==> config.mk <==
export PLATFORM = sky130hd
export DESIGN_NAME = hrfc_rsp_queue_flat
export DESIGN_NICKNAME = d
export VERILOG_FILES = /design/src/rtl/core/hrfc_pkg.sv /design/src/rtl/core/hrfc_out_if.sv /design/src/rtl/core/hrfc_rsp_queue.sv /design/src/flat_wrapper.sv
export SDC_FILE = /design/constraint.sdc
export NUM_CORES = 1
export LEC_CHECK = 0
export ABC_CLOCK_PERIOD_IN_PS = 2300
export BUFFER_PORTS_ARGS = -buffer_cell sky130_fd_sc_hd__buf_2
export CAP_MARGIN = 40
export CORE_MARGIN = 8
export CORE_UTILIZATION = 40
export CTS_CLUSTER_DIAMETER = 30
export DETAILED_ROUTE_END_ITERATION = 8
export SLEW_MARGIN = 40
export SYNTH_ARGS = -nofsm -noshare
export SYNTH_HDL_FRONTEND = slang
export SYNTH_SLANG_ARGS = --single-unit
==> constraint.sdc <==
create_clock -name clk -period 2.3 [get_ports clk]
set_input_delay 0.69 -clock clk [delete_from_list [all_inputs] [get_ports clk]]
set_output_delay 0.69 -clock clk [all_outputs]
set_load 0.01 [all_outputs]
==> src/rtl/core/hrfc_pkg.sv <==
// Package for the report frame checker core: codes, widths and the structs
// that pass between its modules. No dependencies.
`default_nettype none

package hrfc_pkg;

	localparam int RING_SIZE = 1024;
	localparam int RING_AW   = $clog2(RING_SIZE);
	localparam int TAIL_W    = 10;
	localparam int IDX_W     = 10;
	localparam int BYTE_W    = 8;
	localparam int POS_W     = 7;
	localparam int SUM_W     = 16;
	localparam int QDEPTH    = 3;
	localparam int QPTR_W    = $clog2(QDEPTH);
	localparam int QCNT_W    = $clog2(QDEPTH + 1);

	localparam logic [BYTE_W-1:0] MAX_PAYLOAD = 8'd61;
	localparam logic [POS_W-1:0]  POS_MAX     = 7'd127;

	localparam logic ACT_PKT  = 1'b0;
	localparam logic ACT_READ = 1'b1;

	typedef enum logic [2:0] {
		ST_BUSY    = 3'd0,
		ST_ACCEPT  = 3'd1,
		ST_SUM_ERR = 3'd2,
		ST_LEN_ERR = 3'd3,
		ST_SHORT   = 3'd4,
		ST_IGNORED = 3'd5
	} status_t;

	typedef struct packed {
		logic               en;
		logic [RING_AW-1:0] addr;
		logic [BYTE_W-1:0]  data;
	} ring_wr_t;

	typedef struct packed {
		logic               en;
		logic [RING_AW-1:0] addr;
	} ring_rd_t;

	typedef struct packed {
		status_t            status;
		logic [RING_AW-1:0] tail;
		logic               is_read;
	} res_t;

	typedef struct packed {
		status_t            status;
		logic [TAIL_W-1:0]  tail;
		logic [BYTE_W-1:0]  data;
	} entry_t;

endpackage

`default_nettype wire

==> src/rtl/core/hrfc_out_if.sv <==
// Result channel of the frame checker: valid/ready plus status, tail and read data.
// Depends on hrfc_pkg for field widths.
`default_nettype none

interface hrfc_out_if;
	logic                          valid;
	logic                          ready;
	logic [2:0]                    status;
	logic [hrfc_pkg::TAIL_W-1:0]   tail_position;
	logic [hrfc_pkg::BYTE_W-1:0]   read_data;

	modport source (output valid, status, tail_position, read_data, input ready);
	modport sink   (input valid, status, tail_position, read_data, output ready);
endinterface

`default_nettype wire

==> src/rtl/core/hrfc_rsp_queue.sv <==
// Three-entry result queue that decouples the output handshake from the
// ring pipeline and grants input credit. Uses hrfc_pkg and hrfc_out_if.
`default_nettype none

module hrfc_rsp_queue (
	input  wire logic                        clk,
	input  wire logic                        arst_n,
	input  wire logic                        push,
	input  wire hrfc_pkg::res_t              res_s1,
	input  wire logic [hrfc_pkg::BYTE_W-1:0] ring_data,
	output      logic                        credit,
	hrfc_out_if.source                       result
);
	import hrfc_pkg::*;

	entry_t              q_mem_q [QDEPTH];
	logic [QPTR_W-1:0]   wr_ptr_q;
	logic [QPTR_W-1:0]   rd_ptr_q;
	logic [QCNT_W-1:0]   cnt_q;
	logic                pop;
	entry_t              head;
	entry_t              new_entry;
	logic [QCNT_W:0]     used;

	assign pop    = result.valid && result.ready;
	assign head   = q_mem_q[rd_ptr_q];

	assign result.valid         = (cnt_q != '0);
	assign result.status        = head.status;
	assign result.tail_position = head.tail;
	assign result.read_data     = head.data;

	// count the transaction still in the ring stage against free slots
	assign used   = {1'b0, cnt_q} + (QCNT_W + 1)'(push);
	assign credit = used < (QCNT_W + 1)'(QDEPTH);

	always_comb begin
		new_entry.status = res_s1.status;
		new_entry.tail   = TAIL_W'(res_s1.tail);
		new_entry.data   = res_s1.is_read ? ring_data : '0;
	end

	always_ff @(posedge clk) begin
		if (push) begin
			q_mem_q[wr_ptr_q] <= new_entry;
		end
	end

	always_ff @(posedge clk or negedge arst_n) begin
		if (!arst_n) begin
			wr_ptr_q <= '0;
			rd_ptr_q <= '0;
			cnt_q    <= '0;
		end else begin
			if (push) begin
				wr_ptr_q <= (wr_ptr_q == QPTR_W'(QDEPTH - 1)) ? '0 : wr_ptr_q + QPTR_W'(1);
			end
			if (pop) begin
				rd_ptr_q <= (rd_ptr_q == QPTR_W'(QDEPTH - 1)) ? '0 : rd_ptr_q + QPTR_W'(1);
			end
			if (push && !pop) begin
				cnt_q <= cnt_q + QCNT_W'(1);
			end else if (pop && !push) begin
				cnt_q <= cnt_q - QCNT_W'(1);
			end
		end
	end
endmodule

`default_nettype wire
==> src/flat_wrapper.sv <==
// flat-port wrapper written by rule: the top's interface ports become plain ports
module hrfc_rsp_queue_flat import hrfc_pkg::*;
  (clk, arst_n, push, res_s1, ring_data, credit, result_valid, result_status, result_tail_position, result_read_data, result_ready);
  hrfc_out_if result_i ();
  input  wire logic clk;
  input  wire logic arst_n;
  input  wire logic push;
  input  wire hrfc_pkg::res_t res_s1;
  input  wire logic [hrfc_pkg::BYTE_W-1:0] ring_data;
  output      logic credit;
  output wire logic [$bits(result_i.valid)-1:0] result_valid;
  output wire logic [$bits(result_i.status)-1:0] result_status;
  output wire logic [$bits(result_i.tail_position)-1:0] result_tail_position;
  output wire logic [$bits(result_i.read_data)-1:0] result_read_data;
  input wire logic [$bits(result_i.ready)-1:0] result_ready;
  assign result_valid = result_i.valid;
  assign result_status = result_i.status;
  assign result_tail_position = result_i.tail_position;
  assign result_read_data = result_i.read_data;
  assign result_i.ready = result_ready;
  hrfc_rsp_queue u_core (.clk(clk), .arst_n(arst_n), .push(push), .res_s1(res_s1), .ring_data(ring_data), .credit(credit), .result(result_i));
endmodule
Word level (Yosys, flattened, before mapping). Memories as Yosys holds them, arrays and structs flattened. Index checks and enable logic that the tools add are counted.

$add $sub $neg: 5. Order comparisons: 1. Equality and inequality tests: 2. Multiplexer cells: 7. Reductions and logical operators: 7.

Operator list (count): 2-bit 2-to-1 mux (4); 8-bit 2-to-1 mux (1); 2-bit by 1-bit adder with 2-bit output (second input constant) (3); 2-bit equality test (second input constant) (2); 2-bit nonzero test (2); 2-bit by 1-bit adder with 3-bit output (1); 1-bit logical AND (3); 3-bit by 2-bit < comparator with 1-bit output (second input constant) (1); 1-bit zero test (2); 1-bit 2-to-1 mux (2); 2-bit by 1-bit subtractor with 2-bit output (second input constant) (1).

Register bits: 6. RAM bits: 63. Output and inout bits: 23. Logic and storage cells: 26. Memories kept: 1.

Memory list: u_core.q_mem_q (depth 3, bits a word 21, read ports 1, clocked after Yosys merged registers in 0, wr ports 1, line hrfc_rsp_queue.sv:16) `entry_t q_mem_q [QDEPTH];`.

Depth between registers and ports, before layout.
Depth after elaboration: 5. Gate-level depth with buffers: 5. Mapped depth without buffers: 5.

Worst setup path after synthesis. No wires, ideal clock.

Path kind: input -> register. Start: input port push. End: memory u_core.q_mem_q[2][0] (netlist bit) (enable). Library setup time: 0.430 ns. Arrival time: 2.345 ns. Path slack: -0.475 ns. Stages on the path: 2. Path buffers: 0. Cell sequence: inv_1 > nor3b_1.

Longest elaborated chain between the ends: 2.

Ends and longest elaborated chain: from (decl) (line flat_wrapper.sv:7) `input wire logic push;`; 1-bit 2-to-1 mux (line hrfc_rsp_queue.sv:44) `if (push) begin`; 1-bit 2-to-1 mux (implied by the code) (line hrfc_rsp_queue.sv:45) `q_mem_q[wr_ptr_q] <= new_entry;`; to (decl) (line hrfc_rsp_queue.sv:16).

No other way between the ends.

Worst setup path in the final report.
Start: input port push. End: output port credit.

Longest elaborated chain between the ends: 2.

Ends and longest elaborated chain: 2-bit by 1-bit adder with 3-bit output (line hrfc_rsp_queue.sv:34) `assign used = {1'b0, cnt_q} + (QCNT_W + 1)'(push);`; 3-bit by 2-bit < comparator with 1-bit output (line hrfc_rsp_queue.sv:35) `assign credit = used < (QCNT_W + 1)'(QDEPTH);`; to (decl) (line flat_wrapper.sv:10) `output logic credit;`.

No other way between the ends.

==> metrics.yaml <==
run_status: "finished, final reports clean"
min_period_over_period_pct: 97.0
die_w_um: 98.5
power.total_mw: 3.94
start_util_pct: 40.7
synth_area_um2: 2720
rsz0062_at_grt: "false"
postCtsSetupBuffers: 0
wire_per_inst_um: 14.9
antenna_found_initial: 0
via_count: 1476
synth_top_family_by_area: "multiplexers"
drc: 0
grt_pass1_vias: 1559
drive_above_1_share_pct: 32.8
cts.reportedPaths.clkPinSlew_ps: 70
yosys_warnings: 0
end_kind: "primary output"
ant_nets: 0
fin_crit_ps: 2230
synthCells: 170
worst-path-max-fanout: 4
cap_viol_max_count: 0
synth_seq_cells: 69
post-synth-top-area-fraction_pct: 69.5
synth_top_area_cell: "edfxtp_1"
start_kind: "primary input"
hpwlAfterDp_mm: 3.08
synth_cell_type_count: 23
synth_top_flop_cell: "edfxtp_1"
syn-num-nets: 199
ys_seq_area_share_pct: 75.0
fin_nets: 259
synth.mux.area_fraction_pct: 7.72
grt_pass1_wl_mm: 7.61
via_per_inst: 4.69
yosys.area_share.xor_xnor_pct: 0.966
cts-root-buf: "clkbuf_8"
first_iter_violations: 89
port_buffers: 48
cts_tree: "yes"
p_leak_nw: 1.26
clock_skew_ps: 3.34
grt_start_max_net_pins: 36
tightest_slew_ps: 336
pin_count: 49
clkLatencyLatePin_ps: 330
placementRows: 30
cts_resized: 0
hold_slack_ps: 166
final.setup.tns_ps: 0
firstDrtPassIters: 4
final_area_um2: 3270
syn_area_per_cell_um2: 16.0
cp.required_ps: 1610
report.final.slew_viol_count: 0
area_delta_synth_final_pct: 20.1
setup_ws_ps: 68.9
synth_most_common_cell: "edfxtp_1"
grt_use_total_pct: 10.4
cts_hold_buf: 0
hold_violations: 0
diodes: 0
slowest_stage: "ha_1"
synth_edf_count: 63
hp-class: "primary input to async pin"
placed_area_um2: 3080
core_area_um2: 6680
max_freq_mhz: 448
fp.dieH_um: 98.5
synth_common_cells: "edfxtp_1 (63), nand2_1 (23), mux2i_1 (21)"
synth_compound_area_share_pct: 5.38
finalSetupViolCount: 0
cts_buffers: 9
synth.area.top_cells: "edfxtp_1 (70%), mux2i_1 (7.7%), dfrtp_1 (5.5%)"
arrival_ps: 1540
grt.overflow.total: 0
cts-htree-levels: 3
die_area_um2: 9700
worstSetupPathType: "primary input to primary output"
routed_wl_mm: 4.68
slew-limit-headroom_pct: 77.6
gp_congestion: 0.718
synthSimpleGateAreaFrac_pct: 6.57
critical-path-max-stage-delay_ps: 260
cts_buffer_depth: 2
pre_cts_ws_ps: 61.2
peakVddDrop_uv: 481
fillers: 604
yosys.area_share.adder_pct: 1.38
async_reset_ff_share_pct: 8.70
cts.sinks: 69
path_cells: "buf_2 -> ha_1 -> ha_1 -> a21oi_1 -> buf_2"
power_density_nw_per_um2: 1210
-- path summary, 6_finish.rpt --
kind / from / to / slack (ps) / cells past startpoint
min in group clk: u_core.cnt_q[1]$_DFFE_PN0P_ / u_core.cnt_q[1]$_DFFE_PN0P_ / 530 / 1
setup / recovery: push / credit / 70 / 5
hold / removal: arst_n / u_core.wr_ptr_q[0]$_DFFE_PN0P_ / 170 / 1
max in group asynchronous: arst_n / u_core.rd_ptr_q[1]$_DFFE_PN0P_ / 1990 / 1
setup reg to reg: u_core.cnt_q[0]$_DFFE_PN0P_ / u_core.cnt_q[1]$_DFFE_PN0P_ / 920 / 4
hold reg to reg: u_core.cnt_q[1]$_DFFE_PN0P_ / u_core.cnt_q[1]$_DFFE_PN0P_ / 530 / 1
-- flip-flops by register name, indices dropped and copies added (netlist names) --
register,flops
u_core.cnt_q,2
u_core.q_mem_q,63
u_core.rd_ptr_q,2
u_core.wr_ptr_q,2
-- placed cells by master (no fill, tap or decap) --
cell type,count
edfxtp_1,63
buf_2,48
nand2_1,23
mux2i_1,21
o21ai_1,18
clkbuf_8,9
buf_4,9
and2_1,8
dfrtp_1,6
o21ai_0,4
a21o_1,3
ha_1,3
xor2_1,2
clkinvlp_4,2
clkinv_1,2
or2_2,1
inv_1,1
nor3_4,1
o21ai_2,1
a21oi_1,1
nor3b_4,1
nor2_2,1
xnor2_1,1
nor3_2,1
nor2_1,1
nand2b_1,1
clkinv_4,1
bufinv_16,1
clkinv_2,1
-- layout make-up --
cell class                 count  area, um2  share of cell area, %
clock inverter                 7       66.3                   2.03
sequential                    69       2040                   62.5
clock buffer                   9        124                   3.79
multi-input combinational     92        624                   19.1
inverter                       1       3.75                  0.115
timing repair buffer          57        308                   9.42
tap                           80        100                   3.06
-- critical path: cells and delay by family --
family / cells / cell delay (ps)
buf+inv: 2 / 260
compound gates: 1 / 130
fa+ha+maj: 2 / 460
-- routing by layer --
metal | GRT usage [%] | up-vias | part of all wire (%)
met5 | 0 | - | 0
li1 | - | 742 | -
met3 | 4.30 | 9 | 5.3
met4 | 5.31 | 0 | 1.9
met2 | 16.3 | 37 | 47
met1 | 12.1 | 688 | 46
-- kinds of logic after synthesis --
group,after synthesis
flip-flops,69
buffers and inverters,9
multiplexers,21
AND/OR/NAND/NOR,38
AO/OA/AOI/OAI,27
XOR/XNOR,3
adder cells (fa/ha/maj),3
-- report_power, final --
group	total (mW)	switching, mW	internal [mW]
sequential	1.72	0.0952	1.63
clock	0.936	0.444	0.492
combinational	1.28	0.744	0.539
-- metrics by stage --
| step | util (%) | std cells |
|---|---|---|
| 2_1_floorplan | - | 170 |
| 3_5_place_dp | 46.1 | 299 |
| 4_1_cts | 48.9 | 315 |
| 3_3_place_gp | 46.1 | 299 |
| 6_report | 48.9 | 315 |
| 5_1_grt | 48.9 | 315 |
(Power assumes the default switching activity.)
