[src/rtl/core/hrfc_pkg.sv]
// Package for the report frame checker core: codes, widths and the structs
// that pass between its modules. No dependencies.
`default_nettype none

package hrfc_pkg;

	localparam int RING_SIZE = 1024;
	localparam int RING_AW   = $clog2(RING_SIZE);
	localparam int TAIL_W    = 10;
	localparam int IDX_W     = 10;
	localparam int BYTE_W    = 8;
	localparam int POS_W     = 7;
	localparam int SUM_W     = 16;
	localparam int QDEPTH    = 3;
	localparam int QPTR_W    = $clog2(QDEPTH);
	localparam int QCNT_W    = $clog2(QDEPTH + 1);

	localparam logic [BYTE_W-1:0] MAX_PAYLOAD = 8'd61;
	localparam logic [POS_W-1:0]  POS_MAX     = 7'd127;

	localparam logic ACT_PKT  = 1'b0;
	localparam logic ACT_READ = 1'b1;

	typedef enum logic [2:0] {
		ST_BUSY    = 3'd0,
		ST_ACCEPT  = 3'd1,
		ST_SUM_ERR = 3'd2,
		ST_LEN_ERR = 3'd3,
		ST_SHORT   = 3'd4,
		ST_IGNORED = 3'd5
	} status_t;

	typedef struct packed {
		logic               en;
		logic [RING_AW-1:0] addr;
		logic [BYTE_W-1:0]  data;
	} ring_wr_t;

	typedef struct packed {
		logic               en;
		logic [RING_AW-1:0] addr;
	} ring_rd_t;

	typedef struct packed {
		status_t            status;
		logic [RING_AW-1:0] tail;
		logic               is_read;
	} res_t;

	typedef struct packed {
		status_t            status;
		logic [TAIL_W-1:0]  tail;
		logic [BYTE_W-1:0]  data;
	} entry_t;

endpackage

`default_nettype wire

[src/rtl/core/hrfc_frame_ctl.sv]
// Packet parser: tracks length, running sum and checksum, issues ring writes
// and reads, and registers the per-item result. Uses hrfc_pkg.
`default_nettype none

module hrfc_frame_ctl (
	input  wire logic                           clk,
	input  wire logic                           arst_n,
	input  wire logic                           accept,
	input  wire logic                           action,
	input  wire logic [hrfc_pkg::BYTE_W-1:0]    data_byte,
	input  wire logic                           end_of_packet,
	input  wire logic [hrfc_pkg::IDX_W-1:0]     read_index,
	output      hrfc_pkg::ring_wr_t             ring_wr,
	output      hrfc_pkg::ring_rd_t             ring_rd,
	output      logic                           valid_s1,
	output      hrfc_pkg::res_t                 res_s1
);
	import hrfc_pkg::*;

	logic [RING_AW-1:0] tail_q, tail_d;
	logic [POS_W-1:0]   pos_q, pos_d;
	logic [BYTE_W-1:0]  len_q, len_d;
	logic [SUM_W-1:0]   sum_q, sum_d;
	logic [SUM_W-1:0]   chk_q, chk_d;
	logic [8:0]         pos9;
	logic [8:0]         len9;
	logic [8:0]         lenn9;
	logic               is_pkt;
	status_t            status;

	assign is_pkt = accept && (action == ACT_PKT);
	assign pos9   = {2'b00, pos_q};
	assign len9   = {1'b0, len_q};
	assign lenn9  = {1'b0, len_d};

	always_comb begin
		len_d        = len_q;
		sum_d        = sum_q;
		chk_d        = chk_q;
		tail_d       = tail_q;
		status       = ST_BUSY;
		ring_wr.en   = 1'b0;
		ring_wr.addr = tail_q + RING_AW'(pos_q) - RING_AW'(1);
		ring_wr.data = data_byte;

		if (pos_q == '0) begin
			len_d = data_byte;
			sum_d = '0;
			chk_d = '0;
		end else if (pos9 <= len9) begin
			if (len_q <= MAX_PAYLOAD) begin
				ring_wr.en = is_pkt;
				sum_d      = sum_q + SUM_W'(data_byte);
			end
		end else if (pos9 == len9 + 9'd1) begin
			chk_d = {data_byte, 8'h00};
		end else if (pos9 == len9 + 9'd2) begin
			chk_d = chk_q | SUM_W'(data_byte);
		end

		if (end_of_packet) begin
			if (pos_q == '0) begin
				status = ST_IGNORED;
			end else if (len_d > MAX_PAYLOAD) begin
				status = ST_LEN_ERR;
			end else if (pos9 < lenn9 + 9'd2) begin
				status = ST_SHORT;
			end else if (sum_d == chk_d) begin
				status = ST_ACCEPT;
				tail_d = tail_q + RING_AW'(len_d);
			end else begin
				status = ST_SUM_ERR;
			end
		end

		if (end_of_packet) begin
			pos_d = '0;
		end else if (pos_q < POS_MAX) begin
			pos_d = pos_q + POS_W'(1);
		end else begin
			pos_d = pos_q;
		end
	end

	assign ring_rd.en   = accept && (action == ACT_READ);
	assign ring_rd.addr = read_index[RING_AW-1:0];

	always_ff @(posedge clk or negedge arst_n) begin
		if (!arst_n) begin
			tail_q   <= '0;
			pos_q    <= '0;
			len_q    <= '0;
			sum_q    <= '0;
			chk_q    <= '0;
			valid_s1 <= 1'b0;
		end else begin
			valid_s1 <= accept;
			if (is_pkt) begin
				tail_q <= tail_d;
				pos_q  <= pos_d;
				len_q  <= len_d;
				sum_q  <= sum_d;
				chk_q  <= chk_d;
			end
		end
	end

	// result fields are registered alongside the ring read data
	always_ff @(posedge clk) begin
		if (accept) begin
			res_s1.is_read <= (action == ACT_READ);
			res_s1.status  <= (action == ACT_READ) ? ST_BUSY : status;
			res_s1.tail    <= (action == ACT_READ) ? tail_q : tail_d;
		end
	end
endmodule

`default_nettype wire

[config.mk]
export PLATFORM = sky130hd
export DESIGN_NAME = hrfc_frame_ctl
export DESIGN_NICKNAME = d
export VERILOG_FILES = /design/src/rtl/core/hrfc_pkg.sv /design/src/rtl/core/hrfc_frame_ctl.sv
export SDC_FILE = /design/constraint.sdc
export NUM_CORES = 1
export LEC_CHECK = 0
export BUFFER_PORTS_ARGS = -buffer_cell sky130_fd_sc_hd__buf_2
export CAP_MARGIN = 20
export CORE_ASPECT_RATIO = 1.5
export CORE_UTILIZATION = 45
export DETAILED_ROUTE_END_ITERATION = 10
export GPL_ROUTABILITY_DRIVEN = 1
export SLEW_MARGIN = 20
export SYNTH_ARGS = -nofsm -noshare
export SYNTH_HDL_FRONTEND = slang
export SYNTH_SLANG_ARGS = --single-unit
export TNS_END_PERCENT = 100
[constraint.sdc]
create_clock -name clk -period 5.5 [get_ports clk]
set_input_delay 1.65 -clock clk [delete_from_list [all_inputs] [get_ports clk]]
set_output_delay 1.65 -clock clk [all_outputs]
set_load 0.01 [all_outputs]
======== After elaboration in Yosys (flattened, before gate mapping) ========
Index checks and enable logic that the tools add are counted.
storage, ports and cells
  word-level logic and storage cells ...... 59
  output and inout bits ................... 45
  flip-flop bits (word level) ............. 72
operators by class
  bitwise operators ....................... 3
  multiplexer cells ....................... 23
  reductions and logical operators ........ 7
  eq/ne operators ......................... 3
  $lt $le $gt $ge ......................... 5
  add/subtract/negate cells ............... 8
operators with widths
  kind                   number
  $mux 16                7
  $mux 10                6
  $add 8x2->9 const B    2
  $eq 7x9->1             2
  $add 16x8->16          1
  $eq 16x16->1           1
  $or 16x8->16           1
  $mux 7                 2
  $add 10x7->10          1
  $add 10x8->10          1
  $sub 10x1->10 const B  1
  $add 8x1->9 const B    1
  $lt 7x9->1             1
  $mux 3                 3
  $gt 8x6->1 const B     1
  $le 7x8->1             1
  $le 8x6->1 const B     1
  $mux 8                 1
  $add 7x1->7 const B    1
  $logic_not 7->1        1
  $lt 7x7->1 const B     1
  $mux 1                 3
  $reduce_or 3->1        1
  $logic_and 1x1->1      2
  5 further kinds        6

======== Depth between registers and ports, before layout ========
  word-level depth ........................ 13
  mapped depth ............................ 18

======== Least setup slack after synthesis ========
OpenSTA, ideal clock, no wires.
  path kind ............................... input to register
  start point ............................. input port data_byte[0] (netlist name)
  end point ............................... register res_s1[1] (netlist name), data pin
  stages .................................. 15
  path slack .............................. 0.359 ns
  required time ........................... 5.240 ns
  arrival ................................. 4.881 ns
  setup time .............................. 0.260 ns
  cells stage by stage .................... ha_1 inv_1 fa_1 nand2b_1 a21oi_1 a31oi_1 a2111oi_0 xnor2_1 xnor2_1 o21ai_0 o211ai_1 o31a_1 buf_6 nor3_4 mux2_2
between the ends
  longest elaborated chain between the ends .. 12
ends and longest elaborated chain
  item                                                   RTL line               text
  start, declared                                        hrfc_frame_ctl.sv:10   input wire logic [hrfc_pkg::BYTE_W-1:0] data_byte,
  branches (longest 8 deep; another with $add 16x8->16)  n/a
  $mux 10 *                                              hrfc_frame_ctl.sv:64   end else if (len_d > MAX_PAYLOAD) begin
  $mux 10 *                                              hrfc_frame_ctl.sv:62   if (pos_q == '0) begin
  $mux 10 *                                              hrfc_frame_ctl.sv:61   if (end_of_packet) begin
  $mux 10 *                                              hrfc_frame_ctl.sv:113  res_s1.tail <= (action == ACT_READ) ? tail_q : tail_d;
  end, declared                                          hrfc_frame_ctl.sv:16   output hrfc_pkg::res_t res_s1
Mark *: on every way between the ends.
A chain may end at the register's enable or synchronous reset.

======== Final worst setup path ========
  start point ............................. input port data_byte[0] (netlist name)
  end point ............................... register res_s1[3] (netlist name), data pin
Same word-level chain as after synthesis.

==> results.tsv <==
stage	metric	value	unit
outcome	outcome	completed	
setup_path	r2r_slack	990	ps
clocking	cts_buffers	9	
synth	async_flop_share	0.8056	
floorplan	initial_utilization	0.4593	
route	wirelength	17.03	mm
clocking	cts_resized	0	
global_routing	grt_max_degree	59	
synth	ys_warn_count	0	
clocking	cts_htree_levels	3	
route	vias	5190	
place	port_buffers	47	
power	ir_worst_vdd	213.2	uV
route	drc	0	
setup_path	worstPathArrival	5270	ps
timing	timing.setup.tns	0	ps
layout	syn2layout_area_growth	10.79	%
setup_path	worstPathRequired	5590	ps
min_path	min_from	chk_q[7]	
layout	drive_above_1_share	0.1736	
layout	nets	798	
timing	setup_viol	0	
synth	ys_seq_area_frac	0.3041	
timing	worst_pin_slew	871.4	ps
setup_path	rr_startpoint	len_q[4]	
layout	final_core_util	0.5089	
timing	max_freq	193.3	MHz
place	gp_congestion	0.9160	
clocking	clock_sinks	72	
flow_run	maxCapViolations	0	
clocking	cts_buffer_depth	2	
route	via_per_inst	5.845	
floorplan	dieArea	0.01416	mm2
timing	rsz0062_at_grt	false	
synth	syn-num-nets	758	
synth	synth_edf_count	14	
synth	yosysUniqueCellTypes	77	
setup_path	crit_fanout	8	
floorplan	die_y	145.2	um
setup_path	crit_path_end_kind	flop	
floorplan	core	0.01340	mm2
floorplan	die_w	97.50	um
setup_path	startpoint	data_byte[0]	
place	dp_hpwl	13.24	mm
timing	hold_viol_final	0	
clocking	clk_pin_slew	70	ps
timing	drv_slew	0	
timing	relSlewSlack	0.4137	
global_routing	grt_use_total	0.2475	
layout	final_cell_mix	inv_1 (63), dfrtp_1 (58), nand2_1 (51), ha_1 (51)	
power	power_density	433.4	mW/mm2
timing	fin_worst_skew	10.70	ps
synth	synth_cells	681	
route	wl_per_cell	19.18	um
clocking	post_cts_buffers	0	
timing	finalCriticalPeriod	5174	ps
synth	syn_area	0.006156	mm2
clocking	tritoncts	built	
place	place_area	0.006531	mm2
route	drt_first_iter_violations	207	
layout	nFillCells	1275	
min_path	min_path_type	flop to flop	
route	first_pass_iters	7	
synth	yosys_most_used_dff	dfrtp_1	
layout	multiInputGateArea	0.003792	mm2
clocking	clock_latency	340	ps
global_routing	grt_pass1_wl	27.48	mm
setup_path	startpoint_type	input port	
layout	post-route-cell-area	0.006820	mm2
synth	ys_ff_latch	72	
global_routing	antenna_found_initial	0	
clocking	clock-root-buffer	clkbuf_16	
synth	avgSynthCellArea	9.040	um2
timing	fin_crit_sh	0.9408	
floorplan	fp-row-count	52	
floorplan	io_pins	68	
clocking	hold_buffers	0	
power	p_leak	3.088	nW
route	ant_nets	0	
layout	register_area	0.001872	mm2
layout	antennaDiodeCount	0	
layout	mostFrequentLayoutCell	inv_1	
setup_path	crit_type	input port to flop	
global_routing	grt_pass1_vias	5309	
global_routing	grt_overflow	0	
timing	hold_slack	495.4	ps
## through the flow
| stage | setup WS, ps | cells | power, mW |
|---|---|---|---|
| 2_1_floorplan | 358.8 | 681 | 1.945 |
| 3_3_place_gp | 87.07 | 872 | 2.345 |
| 3_5_place_dp | 9.041 | 872 | 2.379 |
| 4_1_cts | 322.2 | 888 | 2.966 |
| 5_1_grt | 101.1 | 888 | 3.168 |
| 6_report | 325.6 | 888 | 2.956 |
## metal layers
layer  up-vias  part of all wire  track usage
li1       2508                 -            -
met3        33             0.030      0.03035
met4         0             0.031       0.1103
met5         -                 0            0
met2       118              0.56       0.4724
met1      2531              0.38       0.2666
## kinds of logic (layout without fill, tap and decap cells)
group                      after synthesis  count (layout)  synth area share
muxes                                   32              32           0.05610
AOI/OAI and AO/OA                      179             179            0.2057
buffers and inverters                  106             151           0.07988
adders and majority gates               54              54            0.1134
and+or+nand+nor                        179             179            0.1524
DFF                                     72              72            0.3041
xor gates and xnor gates                59              59           0.08841
## critical path: stages
cell and delay (ps):
buf_2 90, ha_1 160, inv_1 50, fa_1 390, nand2b_1 180, a21oi_1 180, a31oi_1 190, a2111oi_1 540
xor2_1 250, a21o_1 110, a41oi_1 190, a2111oi_4 440, nand3_4 170, nor3_4 190, buf_12 150, mux2_2 330
## final timing paths
kind / end / cells past startpoint
min in group asynchronous: sum_q[8] / 2
max in group asynchronous: chk_q[15] / 2
min: chk_q[7] / 2
max: res_s1[3] / 16
max reg2reg: res_s1[3] / 14
min reg2reg: chk_q[7] / 2
## power by group
group	internal (mW)	switching, mW	leakage (nW)	total, mW
Sequential	0.620	0.120	0.916	0.740
Clock	0.316	0.265	0.136	0.581
Combinational	0.663	0.971	2.03	1.63
## Yosys cell counts (all sizes together), types with 2 or more instances
| library cell | instances | area, um2 |
|---|---|---|
| inv | 64 | 240.2 |
| dfrtp | 58 | 1451 |
| ha | 51 | 638.1 |
| nand2 | 51 | 191.4 |
| o21ai | 50 | 250.2 |
| a21oi | 47 | 235.2 |
| xnor2 | 40 | 350.3 |
| nor2 | 36 | 137.6 |
| buf | 30 | 206.5 |
| nand3 | 22 | 127.6 |
| mux2 | 20 | 225.2 |
| xor2 | 17 | 148.9 |
| edfxtp | 14 | 420.4 |
| nand4 | 14 | 87.58 |
| a21o | 12 | 91.34 |
| a22o | 12 | 105.1 |
| mux2i | 12 | 120.1 |
| clkbuf | 11 | 41.29 |
| nor4 | 9 | 71.32 |
| nand2b | 8 | 50.05 |
| nor3 | 8 | 62.56 |
| a2111oi | 7 | 131.4 |
| a211oi | 7 | 57.55 |
| o211ai | 7 | 52.55 |
| and2 | 6 | 37.54 |
| and3 | 6 | 37.54 |
| nor2b | 6 | 37.54 |
| o221ai | 5 | 43.79 |
| o21a | 4 | 30.03 |
| fa | 3 | 60.06 |
| o31ai | 3 | 22.52 |
| or3 | 3 | 18.77 |
| a22oi | 2 | 15.01 |
| a31oi | 2 | 12.51 |
| and4 | 2 | 17.52 |
| nor3b | 2 | 15.01 |
| o211a | 2 | 20.02 |
| o21bai | 2 | 15.01 |
| o31a | 2 | 17.52 |
| or4 | 2 | 15.01 |
| xnor3 | 2 | 45.04 |
## final cells by class
type                    instances  share of cell area
multi-input cells             503              0.5560
flip-flops and latches         72              0.2744
repair buffers                 70             0.06164
inverters                      65             0.03577
clock buffers                   9             0.03302
well taps                     162             0.02972
clock inverters                 7            0.009356
## flip-flops by register name (all words and copies together) (netlist names)
name / flops
len_q: 8
tail_q: 10
valid_s1: 1
chk_q: 16
sum_q: 16
pos_q: 7
res_s1: 14
Note: power is estimated with default switching activity, not from simulation.
